<file path="src/hdl/tfs_pkg.sv">
package tfs_pkg;

    localparam int FLOW_ENTRIES = 64;
    localparam int IDX_W        = (FLOW_ENTRIES > 1) ? $clog2(FLOW_ENTRIES) : 1;

    localparam logic [15:0] ETYPE_IPV4  = 16'h0800;
    localparam logic [15:0] ETYPE_IPV6  = 16'h86DD;
    localparam logic [7:0]  PROTO_TCP   = 8'd6;
    localparam logic [15:0] ETH_HDR_LEN = 16'd14;
    localparam logic [15:0] IPV4_END    = 16'd34;
    localparam logic [15:0] IPV6_END    = 16'd54;
    localparam logic [15:0] TCP_END     = 16'd54;

    localparam logic [15:0] SVC_PORT_DEFAULT  = 16'd443;
    localparam logic [15:0] MIN_COUNT_DEFAULT = 16'd3;

    localparam logic CFG_SERVICE_PORT = 1'b0;
    localparam logic CFG_MIN_COUNT    = 1'b1;

    localparam logic [2:0] ACT_UNTRACKED = 3'd0;
    localparam logic [2:0] ACT_CREATED   = 3'd1;
    localparam logic [2:0] ACT_CLOSED    = 3'd2;
    localparam logic [2:0] ACT_COUNTED   = 3'd3;
    localparam logic [2:0] ACT_FULL      = 3'd4;
    localparam logic [2:0] ACT_UNKNOWN   = 3'd5;

    localparam int FLG_SYN = 0;
    localparam int FLG_ACK = 1;
    localparam int FLG_RST = 2;
    localparam int FLG_FIN = 3;

    typedef struct packed {
        logic [15:0] frame_length;
        logic [15:0] ether_type;
        logic [7:0]  ip_protocol;
        logic [31:0] source_address;
        logic [31:0] dest_address;
        logic [15:0] source_port;
        logic [15:0] dest_port;
        logic [3:0]  tcp_flags;
        logic [63:0] arrival_time;
    } t_item;

    typedef struct packed {
        logic        verdict;
        logic [2:0]  action;
        logic [31:0] flow_packets;
        logic [63:0] flow_bytes;
        logic [63:0] flow_squares;
        logic [63:0] flow_start;
        logic [63:0] flow_last;
        logic [63:0] flow_end;
    } t_result;

    typedef struct packed {
        logic        valid;
        logic [31:0] saddr;
        logic [31:0] daddr;
        logic [15:0] sport;
        logic [15:0] dport;
        logic [31:0] packets;
        logic [63:0] bytes;
        logic [63:0] squares;
        logic [63:0] start_time;
        logic [63:0] last_time;
        logic [63:0] end_time;
    } t_entry;

endpackage

</file>
<file path="src/hdl/tfs_cell.sv">
module tfs_cell (
    input  logic            i_clk,
    input  logic            i_rst_n,
    input  tfs_pkg::t_entry i_prev,
    input  logic            i_load,
    input  tfs_pkg::t_entry i_load_entry,
    output tfs_pkg::t_entry o_entry
);
    import tfs_pkg::*;

    t_entry n_entry;
    logic   r_valid;
    t_entry r_data;

    // take the neighbor's entry, or the rewritten one
    assign n_entry = i_load ? i_load_entry : i_prev;

    always_ff @(posedge i_clk) begin
        if (!i_rst_n) begin
            r_valid <= 1'b0;
        end else begin
            r_valid <= n_entry.valid;
        end
    end

    always_ff @(posedge i_clk) begin
        r_data <= n_entry;
    end

    always_comb begin
        o_entry       = r_data;
        o_entry.valid = r_valid;
    end

endmodule

</file>
<file path="config.mk">
export PLATFORM = sky130hd
export DESIGN_NAME = tfs_cell
export DESIGN_NICKNAME = d
export VERILOG_FILES = /design/src/hdl/tfs_pkg.sv /design/src/hdl/tfs_cell.sv
export SDC_FILE = /design/constraint.sdc
export NUM_CORES = 1
export LEC_CHECK = 0
export ABC_AREA = 1
export BUFFER_PORTS_ARGS = -buffer_cell sky130_fd_sc_hd__buf_2
export CORE_AREA = 2 2 531 533
export CTS_CLUSTER_SIZE = 10
export DETAILED_ROUTE_END_ITERATION = 7
export DIE_AREA = 0 0 533 535
export MAX_ROUTING_LAYER = met4
export PLACE_DENSITY = 0.3
export RECOVER_POWER = 25
export SKIP_LAST_GASP = 1
export SLEW_MARGIN = 30
export SYNTH_ARGS = -nofsm -noshare
export SYNTH_HDL_FRONTEND = slang
export SYNTH_SLANG_ARGS = --single-unit
</file>
<file path="constraint.sdc">
create_clock -name i_clk -period 1.9 [get_ports i_clk]
set_clock_uncertainty 0.1 [all_clocks]
set_input_delay 0.38 -clock i_clk [delete_from_list [all_inputs] [get_ports i_clk]]
set_output_delay 0.38 -clock i_clk [all_outputs]
set_load 0.01 [all_outputs]
</file>
# ---- Yosys cells after proc, flatten, opt, wreduce, memory -nomap -nowiden
# Cells that the tools add are included.
dict set report classes {
  addsub 0
  multipliers 0
  div 0
  magnitude_cmp 0
  eq_ne 0
  shifts 0
  muxes 1
  n_bitwise 0
  reduce_logical 0
}
# operator count
set ops {}
lappend ops {{$mux W449} 1}
dict set report totals {
  regBits 449
  latch_bits 0
  mem_bits_rw 0
  romBits 0
  output_inout_bits 449
  elab_cells 12
  mem_count 0
}

# ---- Depth between registers and ports, before layout
dict set report logic_depth {
  depth_word 1
  ltp_mapped 6
  ltp_nobuf 4
}

# ---- Worst setup path before layout
# Ideal clock, no wire load.
dict set report synth_path {
  path_type {input to register}
  start {input port i_load}
  end {register r_data, in the netlist o_entry[152]}
  t_arrival_ns 1.022
  required_time_ns 1.669
  path_slack_ns 0.647
  stages 6
  n_path_buf 4
  path_cell_list {buf_4 -> buf_6 -> buf_8 -> buf_6 -> nand2_1 -> o21ai_0}
}
# element line
set synth_rtl {}
lappend synth_rtl {{from (decl)} tfs_cell.sv:5} ;# input logic i_load,
lappend synth_rtl {{to (signal assigned)} tfs_cell.sv:27} ;# r_data <= n_entry;
lappend synth_rtl {{to (decl)} tfs_cell.sv:13} ;# t_entry r_data;

# ---- Worst setup path in the final report
dict set report layout_path {
  start {register r_data, in the netlist o_entry[294]}
  end {output port o_entry[294] (netlist name)}
}
# element line
set layout_rtl {}
lappend layout_rtl {{to (decl)} tfs_cell.sv:7} ;# output tfs_pkg::t_entry o_entry
# No word-level cell between the ends.

==> reports/results.ini <==
[setup_path]
cp_max_fo=1
worst-setup-path-type=reg -> out
crit_family=flip-flops
worstPathRequired_ps=1420
end_kind=output port
crit_buf_inv=1
path_cells=buf_2
cp_slowest_stage_delay_ps=390
critPathSlowestCell=dfxtp_1
worstPathArrival_ps=1340
cp-start-kind=flip-flop

[status]
outcome=finished, final reports clean

[cells_and_area]
stdcell_area_um2=38400
area_growth_pct=151
finalNetCount=5081
drive_above_1_share_pct=35.2

[timing]
timing.fmax_mhz=548
tightest_slew_ps=564
finalHoldViolations=0
period_needed_ps=1820
setup_viol=0
fin_crit_sh_pct=96.0
finalSetupTns_ps=0
drv_slew=0
rsz0062_at_grt=false
relSlewSlack_pct=62.4

[global_routing]
grt-ovfl-total=0
grt_pass1_wl_um=235000
grt_pass1_vias=22700
track_usage_pct=13.2
grt_max_degree=96
grt_antenna_before_repair=211

[floorplanning]
die_area_um2=285000
rows=194
die_h_um=535
start_util_pct=5.49
core_area_um2=279000
io_pins=1350
fp.dieW_um=533

[logic_synthesis]
synthesis.nets=2800
yosys_register_bits=449
synth_cell_type_count=11
async_flop_share_pct=0
synth_top_cell_area_share_pct=58.7
yosysTopAreaCell=dfxtp_1
syn_area_um2=15300
synth-main-ff-cell=dfxtp_1
ys_seq_area_share_pct=58.7
syn_area_per_cell_um2=8.06
synthTopCellsByCount=450 x nand2_1, 449 x dfxtp_1, 449 x inv_1, 357 x o21ai_0, 91 x o21ai_1
synth.area.top_cells=dfxtp_1 59%, o21ai_0 12%, nand2_1 11%
synthCells=1899
synth.most_common_cell=nand2_1
synth-edff-count=0
yosysWarnings=0

[clock_tree]
cts_tree=built
clkSlewWorstSetupHoldPaths_ps=50
cts_buffer_depth=4
cts_setup_buffers=0
clkSinkCount=449
cts.htree.levels=3
cts_buffers=73
root_buffer=clkbuf_16

[drt]
dr.pass1.iters=5
drtIter0Drc=919
ant_nets=0
wl_per_cell_um=23.7
routed_wl_um=190000
vias_per_cell=2.76
drc=0
num_vias=22100

[placed_design]
portBuffers=1349
placed_area_um2=26600
dp_hpwl_um=169000
place_congestion=0.919

[power_and_ir_drop]
power_density_nw_per_um2=799
worst_ir_drop_vdd_uv=489
p_leak_nw=18.5

[hold_path]
min_from=i_load_entry[83]
hold_class=in -> reg
whs_path_depth=4
hold_end=o_entry[83]$_DFF_P_

[job]
cap_violations=0

-- through the flow --
stage | utilization [%] | setup WS (ps) | instances | total power, W | hold WS, ps
6_report | 13.8 | 75.2 | 8015 | 0.0307 | 291
5_1_grt | 13.8 | 0.374 | 8002 | 0.0324 | 251
4_1_cts | 13.8 | -72.9 | 7954 | 0.0317 | 176
2_1_floorplan | - | 647 | 1899 | 0.0119 | 389
3_3_place_gp | 9.53 | 6.42 | 6924 | 0.0153 | 479
3_5_place_dp | 9.53 | 51.9 | 6924 | 0.0153 | 484
-- worst max-delay path by stage --
| stage | startpoint | endpoint | slack, ps | cells past startpoint |
|---|---|---|---|---|
| final | o_entry[294]$_DFF_P_ | o_entry[294] | 80 | 1 |
| after global routing | o_entry[144]$_DFF_P_ | o_entry[144] | 0.4 | 1 |
| after CTS | o_entry[315]$_DFF_P_ | o_entry[315] | -70 | 1 |
| after detailed placement | i_load | o_entry[291]$_DFF_P_ | 50 | 4 |
| after global placement | i_load | o_entry[291]$_DFF_P_ | 6 | 4 |
| after floorplan | i_load | o_entry[152]$_DFF_P_ | 650 | 6 |
-- cells by family (layout without fill, tap and decap cells) --
family,Yosys count,in the layout,share of synthesized area [%]
buffers and inverters,550,2881,15.6
DFF,449,449,58.7
other,0,61,0
AOI/OAI and AO/OA,448,448,14.6
and+or+nand+nor,452,452,11.1
-- report_power, final --
part | switching [W] | leakage (nW) | internal [W]
sequential | 0.000313 | 3.79 | 0.0102
combinational | 0.00329 | 13.6 | 0.00319
clock | 0.00552 | 1.14 | 0.00819
-- metal layers --
metal | wire (um) | GRT usage, %
met2 | 79600 | 19.6
met4 | 6070 | 3.47
met1 | 71600 | 14.1
met3 | 32800 | 9.26
met5 | 0 | -
-- registers in the layout, indices dropped and copies added, names as in the netlist --
name,cells
o_entry,448
r_valid,1
-- cell type report --
cell class                 instances  area [um2]
fill                           32400      240000
timing repair buffer            2307       16600
sequential                       449        9030
tap                             3724        4660
multi-input combinational        900        3940
clock buffer                      97        1990
inverter                         449        1690
clock inverter                    28         352
antenna                           61         153
-- repair_timing --
action / 4_1_cts / 5_1_grt
pin swaps: 0 / 0
hold buffers: 905 / 0
gates resized for setup: 153 / 8
setup endpoints to repair: 112 / 8
endpoints found under the hold margin: 449 / 0
-- placed cells by master (no fill, tap or decap), drive strengths merged --
cell type,count
dfxtp,449
bufinv,6
inv,453
dlygate4sd3,905
buf,1343
nor2,2
clkbuf,156
o21ai,448
clkinvlp,2
nand2,450
clkinv,16
diode,61
Power figures use the tool's default switching activity.
